File: config.mk
export PLATFORM = sky130hd
export DESIGN_NAME = midi_to_cv_converter
export DESIGN_NICKNAME = d
export VERILOG_FILES = /design/src/design/m2cv_pkg.sv /design/src/design/m2cv_bend.sv /design/src/design/midi_to_cv_converter.sv
export SDC_FILE = /design/constraint.sdc
export NUM_CORES = 1
export LEC_CHECK = 0
export BUFFER_PORTS_ARGS = -buffer_cell sky130_fd_sc_hd__clkbuf_2
export CELL_PAD_IN_SITES_DETAIL_PLACEMENT = 0
export CELL_PAD_IN_SITES_GLOBAL_PLACEMENT = 1
export CORE_MARGIN = 3
export CORE_UTILIZATION = 45
export CTS_BUF_LIST = sky130_fd_sc_hd__clkbuf_4 sky130_fd_sc_hd__clkbuf_8 sky130_fd_sc_hd__clkbuf_16
export DETAILED_ROUTE_END_ITERATION = 7
export PLACE_DENSITY = 0.75
export SLEW_MARGIN = 20
export SYNTH_ARGS = -nofsm -noshare
export SYNTH_HDL_FRONTEND = slang
export SYNTH_SLANG_ARGS = --single-unit
File: constraint.sdc
create_clock -name clk -period 27.3 [get_ports clk]
set_input_delay 1.365 -clock clk [delete_from_list [all_inputs] [get_ports clk]]
set_output_delay 1.365 -clock clk [all_outputs]
set_load 0.03 [all_outputs]
File: src/design/m2cv_pkg.sv
package m2cv_pkg;

    // Event kinds carried in s_tuser.
    localparam logic [2:0] OP_NOTE_ON  = 3'd0;
    localparam logic [2:0] OP_NOTE_OFF = 3'd1;
    localparam logic [2:0] OP_BEND     = 3'd2;
    localparam logic [2:0] OP_VELOCITY = 3'd3;
    localparam logic [2:0] OP_CC       = 3'd4;

    // Configuration register indexes.
    localparam logic [2:0] CFG_LOWEST_NOTE     = 3'd0;
    localparam logic [2:0] CFG_PITCH_OFFSET_Q8 = 3'd1;
    localparam logic [2:0] CFG_PITCH_STEP_Q8   = 3'd2;
    localparam logic [2:0] CFG_PITCH_SLOT      = 3'd3;
    localparam logic [2:0] CFG_VELOCITY_ENABLE = 3'd4;
    localparam logic [2:0] CFG_VELOCITY_SLOT   = 3'd5;

    localparam logic [17:0] RESET_STEP_Q8       = 18'd17472;
    localparam logic [2:0]  RESET_VELOCITY_SLOT = 3'd1;

    localparam logic [13:0] BEND_CENTER = 14'd8192;
    localparam logic [7:0]  GATE_SPAN   = 8'd60;

    typedef logic signed [12:0] bend_t;

    localparam bend_t BEND_MAX = 13'sd4095;
    localparam bend_t BEND_MIN = -13'sd4096;

endpackage

File: src/design/m2cv_bend.sv
module m2cv_bend
    import m2cv_pkg::*;
(
    input  logic [13:0] value,
    input  logic [5:0]  bend_up,
    input  logic [5:0]  bend_down,
    output bend_t       bend
);

    logic        is_up;
    logic        is_center;
    logic [13:0] mag;
    logic [5:0]  range_sel;
    logic [14:0] range_k;
    logic [27:0] prod;
    logic [27:0] up_sum;
    logic [25:0] up_quarter;
    logic [26:0] up_fold;
    logic [13:0] q_up;
    logic [27:0] dn_sum;
    logic [12:0] q_dn;

    assign is_up     = value > BEND_CENTER;
    assign is_center = value == BEND_CENTER;
    assign mag       = is_up ? (value - BEND_CENTER) : (BEND_CENTER - value);
    assign range_sel = is_up ? bend_up : bend_down;

    // Semitones times 68.25 times 4, built as 256 + 16 + 1.
    assign range_k = {1'b0, range_sel, 8'd0} + {5'd0, range_sel, 4'd0} + {9'd0, range_sel};
    assign prod    = 28'(mag) * 28'(range_k);

    // Above center the span is 8191 * 4: round, drop the factor of four, then
    // divide by 2^13 - 1 with the fold-back trick (exact while the quotient stays
    // below 8192).
    assign up_sum     = prod + 28'd16382;
    assign up_quarter = up_sum[27:2];
    assign up_fold    = 27'(up_quarter) + 27'(up_quarter[25:13]) + 27'd1;
    assign q_up       = up_fold[26:13];

    // Below center the span is a power of two.
    assign dn_sum = prod + 28'd16384;
    assign q_dn   = dn_sum[27:15];

    always_comb
    begin
        if (is_center)
        begin
            bend = '0;
        end
        else if (is_up)
        begin
            bend = (q_up > 14'd4095) ? BEND_MAX : $signed(13'(q_up));
        end
        else
        begin
            bend = (q_dn > 13'd4096) ? BEND_MIN : -$signed(q_dn);
        end
    end

endmodule

File: src/design/midi_to_cv_converter.sv
// MIDI to control-voltage converter. Each word on the slave stream is one MIDI
// event (note on, note off, pitch bend, velocity or controller change, selected
// by s_tuser) and yields exactly one word on the master stream: an optional DAC
// code with its channel, plus the gate level after the event. Pitch codes follow
// the programmed offset and per-semitone step (both in DAC codes times 256), plus
// the stored bend, rounded and clamped to the DAC range; velocity and controller
// amounts scale 0..127 onto the full range. The block takes one event per clock
// while the master stream accepts words; each event passes an input register, a
// product register (pitch and bend multipliers) and the output register before
// its result word is on the master stream; a stalled master stream holds the
// pipeline but bubbles are squeezed out. The configuration port must only be
// written while no event is in flight.
module midi_to_cv_converter
    import m2cv_pkg::*;
#(
    parameter int DAC_BITS = 12
)
(
    input  logic                                   clk,
    input  logic                                   rst_n,
    input  logic                                   cfg_we,
    input  logic [2:0]                             cfg_addr,
    input  logic [20:0]                            cfg_data,
    input  logic                                   s_tvalid,
    output logic                                   s_tready,
    // note[6:0], value[20:7], bend_up[26:21], bend_down[32:27], zero fill
    input  logic [39:0]                            s_tdata,
    // op[2:0]
    input  logic [2:0]                             s_tuser,
    output logic                                   m_tvalid,
    input  logic                                   m_tready,
    // dac_slot[2:0], dac_code[DAC_BITS+2:3], gate_level[DAC_BITS+3], zero fill
    output logic [((DAC_BITS + 4 + 7) / 8) * 8 - 1:0] m_tdata,
    // dac_write
    output logic                                   m_tuser
);

    localparam int OUT_W   = ((DAC_BITS + 4 + 7) / 8) * 8;
    localparam int DAC_MAX = (1 << DAC_BITS) - 1;
    localparam int AMT_A   = DAC_MAX / 127;
    localparam int AMT_R   = DAC_MAX % 127;

    typedef struct packed {
        logic                 wr;
        logic                 use_pitch;
        logic [2:0]           slot;
        logic signed [26:0]   total;
        bend_t                bend;
        logic [DAC_BITS-1:0]  amount;
        logic                 gate;
    } mid_t;

    // Configuration registers.
    logic [6:0]         lowest_note_reg;
    logic signed [20:0] pitch_offset_q8_reg;
    logic [17:0]        pitch_step_q8_reg;
    logic [2:0]         pitch_slot_reg;
    logic               velocity_enable_reg;
    logic [2:0]         velocity_slot_reg;

    // Event state.
    logic [6:0] current_note_reg;
    bend_t      bend_offset_reg;
    logic       gate_state_reg;

    // Pipeline.
    logic       in_valid_reg;
    logic [2:0] op_reg;
    logic [6:0] note_reg;
    logic [13:0] value_reg;
    logic [5:0] up_reg;
    logic [5:0] down_reg;

    logic       mid_valid_reg;
    mid_t       mid_reg;
    mid_t       mid_next;

    logic                out_valid_reg;
    logic                out_wr_reg;
    logic [2:0]          out_slot_reg;
    logic [DAC_BITS-1:0] out_code_reg;
    logic                out_gate_reg;

    logic out_ready;
    logic mid_ready;
    logic in_ready;
    logic adv_in;
    logic adv_mid;

    assign out_ready = !out_valid_reg || m_tready;
    assign mid_ready = !mid_valid_reg || out_ready;
    assign in_ready  = !in_valid_reg || mid_ready;
    assign s_tready  = in_ready;
    assign adv_in    = in_valid_reg && mid_ready;
    assign adv_mid   = mid_valid_reg && out_ready;

    always_ff @(posedge clk or negedge rst_n)
    begin
        if (!rst_n)
        begin
            lowest_note_reg     <= '0;
            pitch_offset_q8_reg <= '0;
            pitch_step_q8_reg   <= RESET_STEP_Q8;
            pitch_slot_reg      <= '0;
            velocity_enable_reg <= 1'b0;
            velocity_slot_reg   <= RESET_VELOCITY_SLOT;
        end
        else if (cfg_we)
        begin
            case (cfg_addr)
                CFG_LOWEST_NOTE:     lowest_note_reg     <= cfg_data[6:0];
                CFG_PITCH_OFFSET_Q8: pitch_offset_q8_reg <= $signed(cfg_data);
                CFG_PITCH_STEP_Q8:   pitch_step_q8_reg   <= cfg_data[17:0];
                CFG_PITCH_SLOT:      pitch_slot_reg      <= cfg_data[2:0];
                CFG_VELOCITY_ENABLE: velocity_enable_reg <= cfg_data[0];
                CFG_VELOCITY_SLOT:   velocity_slot_reg   <= cfg_data[2:0];
                default:             ;
            endcase
        end
    end

    // Input register.
    always_ff @(posedge clk or negedge rst_n)
    begin
        if (!rst_n)
        begin
            in_valid_reg <= 1'b0;
        end
        else if (in_ready)
        begin
            in_valid_reg <= s_tvalid;
        end
    end

    always_ff @(posedge clk)
    begin
        if (in_ready && s_tvalid)
        begin
            op_reg    <= s_tuser;
            note_reg  <= s_tdata[6:0];
            value_reg <= s_tdata[20:7];
            up_reg    <= s_tdata[26:21];
            down_reg  <= s_tdata[32:27];
        end
    end

    // Product stage: event decode, state update, multipliers.
    bend_t              bend_calc;
    bend_t              bend_eff;
    logic               below;
    logic               in_span;
    logic [6:0]         note_eff;
    logic signed [7:0]  note_diff;
    logic signed [25:0] note_prod;
    logic [6:0]               amt_v;
    logic                     amt_big;
    logic [DAC_BITS+6:0]      amt_hi;
    logic [13:0]              amt_y;
    logic [14:0]              amt_fold;
    logic [DAC_BITS-1:0]      amt_code;

    m2cv_bend u_bend
    (
        .value     (value_reg),
        .bend_up   (up_reg),
        .bend_down (down_reg),
        .bend      (bend_calc)
    );

    assign below     = note_reg < lowest_note_reg;
    assign in_span   = {1'b0, note_reg} <= ({1'b0, lowest_note_reg} + GATE_SPAN);
    assign note_eff  = (op_reg == OP_NOTE_ON) ? note_reg : current_note_reg;
    assign note_diff = $signed({1'b0, note_eff}) - $signed({1'b0, lowest_note_reg});
    assign note_prod = 26'(note_diff) * 26'($signed({1'b0, pitch_step_q8_reg}));
    assign bend_eff  = (op_reg == OP_BEND) ? bend_calc : bend_offset_reg;

    // v * (2^N - 1) / 127 split as v * a + v * r / 127 with r < 127; the small
    // quotient uses the 2^7 - 1 fold-back, exact for every v up to 127.
    assign amt_v    = value_reg[6:0];
    assign amt_big  = value_reg[13:7] != 7'd0;
    assign amt_hi   = (DAC_BITS + 7)'(amt_v) * (DAC_BITS + 7)'(AMT_A);
    assign amt_y    = 14'(amt_v) * 14'(AMT_R);
    assign amt_fold = 15'(amt_y) + 15'(amt_y[13:7]) + 15'd1;
    assign amt_code = amt_big ? '1 : (DAC_BITS'(amt_hi) + DAC_BITS'(amt_fold[14:7]));

    always_comb
    begin
        mid_next           = '0;
        mid_next.total     = 27'(note_prod) + 27'(pitch_offset_q8_reg);
        mid_next.bend      = bend_eff;
        mid_next.amount    = amt_code;
        mid_next.gate      = gate_state_reg;
        mid_next.use_pitch = 1'b1;
        mid_next.slot      = pitch_slot_reg;
        case (op_reg)
            OP_NOTE_ON:
            begin
                mid_next.wr = !below;
                if (below)
                begin
                    mid_next.gate = 1'b0;
                end
                else if (in_span)
                begin
                    mid_next.gate = 1'b1;
                end
            end
            OP_NOTE_OFF:
            begin
                mid_next.gate = 1'b0;
            end
            OP_BEND:
            begin
                mid_next.wr = 1'b1;
            end
            OP_VELOCITY:
            begin
                mid_next.wr        = velocity_enable_reg;
                mid_next.use_pitch = 1'b0;
                mid_next.slot      = velocity_slot_reg;
            end
            OP_CC:
            begin
                mid_next.wr        = 1'b1;
                mid_next.use_pitch = 1'b0;
            end
            default:
            begin
                mid_next.wr = 1'b0;
            end
        endcase
    end

    always_ff @(posedge clk or negedge rst_n)
    begin
        if (!rst_n)
        begin
            current_note_reg <= '0;
            bend_offset_reg  <= '0;
            gate_state_reg   <= 1'b0;
            mid_valid_reg    <= 1'b0;
        end
        else
        begin
            if (adv_in)
            begin
                if (op_reg == OP_NOTE_ON)
                begin
                    current_note_reg <= note_reg;
                end
                if (op_reg == OP_BEND)
                begin
                    bend_offset_reg <= bend_calc;
                end
                gate_state_reg <= mid_next.gate;
            end
            if (mid_ready)
            begin
                mid_valid_reg <= in_valid_reg;
            end
        end
    end

    always_ff @(posedge clk)
    begin
        if (adv_in)
        begin
            mid_reg <= mid_next;
        end
    end

    // Output stage: round the pitch sum, add bend, clamp, or pass the scaled amount.
    logic [26:0]         tot_mag;
    logic [26:0]         rnd_sum;
    logic [18:0]         rnd;
    logic signed [20:0]  rounded;
    logic signed [21:0]  code_s;
    logic [DAC_BITS-1:0] pitch_code;
    logic [DAC_BITS-1:0] code_sel;

    assign tot_mag = mid_reg.total[26] ? 27'(-mid_reg.total) : 27'(mid_reg.total);
    assign rnd_sum = tot_mag + 27'd128;
    assign rnd     = rnd_sum[26:8];
    assign rounded = mid_reg.total[26] ? -$signed(21'(rnd)) : $signed(21'(rnd));
    assign code_s  = 22'(rounded) + 22'(mid_reg.bend);

    always_comb
    begin
        if (code_s < 22'sd0)
        begin
            pitch_code = '0;
        end
        else if (code_s > $signed(22'(DAC_MAX)))
        begin
            pitch_code = '1;
        end
        else
        begin
            pitch_code = code_s[DAC_BITS-1:0];
        end
    end

    assign code_sel = mid_reg.use_pitch ? pitch_code : mid_reg.amount;

    always_ff @(posedge clk or negedge rst_n)
    begin
        if (!rst_n)
        begin
            out_valid_reg <= 1'b0;
        end
        else if (out_ready)
        begin
            out_valid_reg <= mid_valid_reg;
        end
    end

    always_ff @(posedge clk)
    begin
        if (adv_mid)
        begin
            out_wr_reg   <= mid_reg.wr;
            out_slot_reg <= mid_reg.wr ? mid_reg.slot : 3'd0;
            out_code_reg <= mid_reg.wr ? code_sel : '0;
            out_gate_reg <= mid_reg.gate;
        end
    end

    assign m_tvalid = out_valid_reg;
    assign m_tuser  = out_wr_reg;
    assign m_tdata  = OUT_W'({out_gate_reg, out_code_reg, out_slot_reg});

    // A word without a DAC write carries no channel and no code.
    assert property (@(posedge clk) disable iff (!rst_n)
        (m_tvalid && !out_wr_reg) |-> (out_slot_reg == 3'd0 && out_code_reg == '0))
        else $error("idle result word carries a code");

    // Note off always leaves the gate low.
    assert property (@(posedge clk) disable iff (!rst_n)
        (adv_in && op_reg == OP_NOTE_OFF) |=> !gate_state_reg)
        else $error("gate still high after note off");

    // The slave side only stalls while the input register holds a word.
    assert property (@(posedge clk) disable iff (!rst_n)
        !s_tready |-> (in_valid_reg && mid_valid_reg && out_valid_reg))
        else $error("input stalled with a free stage");

    // A bend event stores exactly the bend its result word is built with.
    assert property (@(posedge clk) disable iff (!rst_n)
        (adv_in && op_reg == OP_BEND) |=> (bend_offset_reg == mid_reg.bend))
        else $error("stored bend differs from forwarded bend");

endmodule

==> flow_metrics.env <==
export IMPL_status="complete, no violations"
export IMPL_critPathKind="reg -> reg"
export IMPL_cts_root_buf="clkbuf_16"
export IMPL_syn_area_um2=26100
export IMPL_hold_path_class="reg -> reg"
export IMPL_drt_iter0_drc=1403
export IMPL_clkLatencyLatePin_ns=0.46
export IMPL_maxCapViolCount=0
export IMPL_numPortBuffers=83
export IMPL_drt_first_pass_iters=5
export IMPL_ant_nets=0
export IMPL_r2r_end="mid_reg[14]$_DFFE_PP_"
export IMPL_crit_path_end_kind="register"
export IMPL_hold_path_depth=0
export IMPL_antenna_found_initial=2
export IMPL_rsz0062_at_grt="false"
export IMPL_die_h_um=247
export IMPL_grtUsageTotal_pct=22.6
export IMPL_finalSetupViolations=0
export IMPL_cts_tree="yes"
export IMPL_cp_common_cell="inv_1"
export IMPL_synth_area_leaders="fa_1, edfxtp_1, ha_1"
export IMPL_critPathArrivalTime_ns=15.34
export IMPL_num_nets_final=3506
export IMPL_place_hpwl_um=55100
export IMPL_clk_pin_slew_worst_paths_ns=0.08
export IMPL_ff2ff_path_depth=40
export IMPL_slew_viol_final=0
export IMPL_drc=0
export IMPL_antenna_diode_count=0
export IMPL_postSynthAreaPerCell_um2=9.17
export IMPL_max_slew_margin_pct=27.3
export IMPL_grt_overflow=0
export IMPL_die_width_um=247
export IMPL_ios=91
export IMPL_async_flop_share_pct=41.0
export IMPL_cts_buffer_depth=2
export IMPL_synth_cell_type_count=97
export IMPL_synth_top_cell_area_share_pct=20.4
export IMPL_yosysWarnings=0
export IMPL_synth_net_count=3453
export IMPL_cp_slowest_cell="mux2i_1"
export IMPL_synth_flop_cell="edfxtp_1"
export IMPL_viasPerCell=5.55
export IMPL_synth_seq_cells=188
export IMPL_gp_congestion=0.879
export IMPL_start_util_pct=45.9
export IMPL_cp_start_kind="register"
export IMPL_cts_hold_buf=0
export IMPL_ys_seq_area_share_pct=20.1
export IMPL_ctsResizeCount=0
export IMPL_required_ns=27.52
export IMPL_holdPathEnd="out_gate_reg$_DFFE_PP_"
export IMPL_drive_above_1_share_pct=9.16
export IMPL_clkSinkCount=188
export IMPL_htreeDepth=4
export IMPL_finalCritPeriodShare_pct=55.4
export IMPL_area_growth_pct=7.40
export IMPL_post_cts_repair_setup_buffers=0
export IMPL_rows=87
export IMPL_r2r_start="value_reg[4]$_DFFE_PP_"
export IMPL_synth_top_cell_by_area="fa_1"
export IMPL_wl_per_cell_um=18.4
export IMPL_largest_reg_flops=58
export IMPL_vias=20400
export IMPL_finalWirelength_um=67500
export IMPL_rrSetupSlack_ns=12.17
export IMPL_max_freq_mhz=66.1
export IMPL_synth_edf_count=111
export IMPL_tritoncts_num_buffers=17
export IMPL_grt_start_max_net_pins=78
export IMPL_hold_violations=0
export IMPL_first_global_vias=20300
export IMPL_fin_crit_ns=15.13
export IMPL_hold_start="mid_reg[0]$_DFFE_PP_"
export IMPL_setup_tns_final_ns=0
export IMPL_fin_skew_ns=0.0205
export IMPL_tightest_slew_ns=1.08
export IMPL_coreArea_um2=56900
export IMPL_cpPeakStageDelay_ns=0.86
export IMPL_synth_cells=2850
export IMPL_crit_path_max_fanout=20
export IMPL_dieArea_um2=61000
export IMPL_grt_first_pass_wirelength_um=109000
worst max-delay path, delay by kind of cell (launching register included):
family | cells | cell delay (ns)
XOR/XNOR | 1 | 0.46
adder cells (fa/ha/maj) | 10 | 4.83
flip-flops | 1 | 0.66
AND/OR/NAND/NOR | 6 | 1.10
AO/OA/AOI/OAI | 15 | 6.07
multiplexers | 1 | 0.86
buffers and inverters | 7 | 0.90
worst max path at each step:
stage	slack [ns]	endpoint	startpoint	cells past startpoint
global placement	12.73	mid_reg[19]$_DFFE_PP_	value_reg[4]$_DFFE_PP_	42
floorplan	15.35	mid_reg[14]$_DFFE_PP_	value_reg[7]$_DFFE_PP_	44
finish	12.17	mid_reg[14]$_DFFE_PP_	value_reg[4]$_DFFE_PP_	40
global route	11.25	mid_reg[14]$_DFFE_PP_	value_reg[4]$_DFFE_PP_	40
CTS	12.43	mid_reg[14]$_DFFE_PP_	value_reg[4]$_DFFE_PP_	42
detailed placement	12.48	mid_reg[14]$_DFFE_PP_	value_reg[4]$_DFFE_PP_	42
Yosys cell counts, types with 8 or more instances:
| cell | n |
|---|---|
| clkbuf_1 | 58 |
| mux2_2 | 66 |
| o21ai_0 | 83 |
| nor2b_1 | 49 |
| xor2_1 | 62 |
| a21o_1 | 37 |
| and2_1 | 106 |
| buf_2 | 8 |
| nor3_1 | 48 |
| nand4_1 | 20 |
| a31oi_1 | 20 |
| o2111ai_1 | 8 |
| dfrtp_1 | 73 |
| nand2_1 | 302 |
| nand2b_1 | 19 |
| or3_1 | 17 |
| nor2_1 | 183 |
| ha_1 | 265 |
| and3_1 | 24 |
| o21a_1 | 22 |
| fa_1 | 266 |
| edfxtp_1 | 111 |
| o21ai_1 | 15 |
| xnor2_1 | 174 |
| or2_2 | 26 |
| a21oi_1 | 106 |
| nand3_1 | 40 |
| inv_1 | 384 |
| mux2i_1 | 13 |
| o31ai_1 | 21 |
| o21bai_1 | 26 |
| a22oi_1 | 11 |
| o22ai_1 | 8 |
| o211ai_1 | 15 |
| nor4_1 | 8 |
| a211oi_1 | 15 |
layout make-up:
class	count	area, µm²
Timing Repair Buffer	108	609
Inverter	386	1450
Fill cell	5367	28800
Multi-Input combinational cell	2202	19200
Clock buffer	17	425
Sequential cell	188	5270
Clock inverter	15	189
Tap cell	756	946
stage by stage:
stage	area [µm²]	hold slack (ns)	setup slack (ns)	std cells	utilization [%]
2_1_floorplan	26100	0.400	15.35	2850	-
3_3_place_gp	27400	0.404	12.73	3640	48.2
3_5_place_dp	27400	0.421	12.48	3640	48.2
4_1_cts	28100	0.439	12.43	3672	49.3
5_1_grt	28100	0.441	11.25	3672	49.3
6_report	28100	0.442	12.17	3672	49.3
routing by layer:
metal	track usage [%]	share of wire [%]
met1	32.6	47
met2	37.5	47
met3	1.91	4.4
met4	4.39	1.3
met5	0	0.031
placed cells by master, fill, tap and decap left out, drive strengths merged, types with 11 or more instances in the layout:
cell type	instances
inv	392
nand2	302
fa	266
ha	265
nor2	183
xnor2	174
edfxtp	111
a21oi	107
and2	106
o21ai	99
clkbuf	99
dfrtp	73
mux2	67
xor2	63
nor2b	49
nor3	48
nand3	41
a21o	37
or2	30
o21bai	26
buf	26
and3	24
o21a	22
o31ai	21
a31oi	21
nand4	20
nand2b	19
or3	17
a211oi	17
o211ai	16
mux2i	13
nor4	12
a22oi	11
kinds of logic (layout without fill, tap and decap cells):
family | Yosys count | in the layout | synth area share, %
buffers and inverters | 460 | 526 | 6.68
multiplexers | 80 | 80 | 3.38
XOR/XNOR | 238 | 238 | 8.06
AND/OR/NAND/NOR | 886 | 886 | 16.6
AO/OA/AOI/OAI | 466 | 466 | 12.1
flip-flops | 188 | 188 | 20.1
adder cells (fa/ha/maj) | 532 | 532 | 33.1
Power is left out: the tool's default activity adds up to more than one toggle a clock period on the data nets, which glitch-free logic cannot reach.
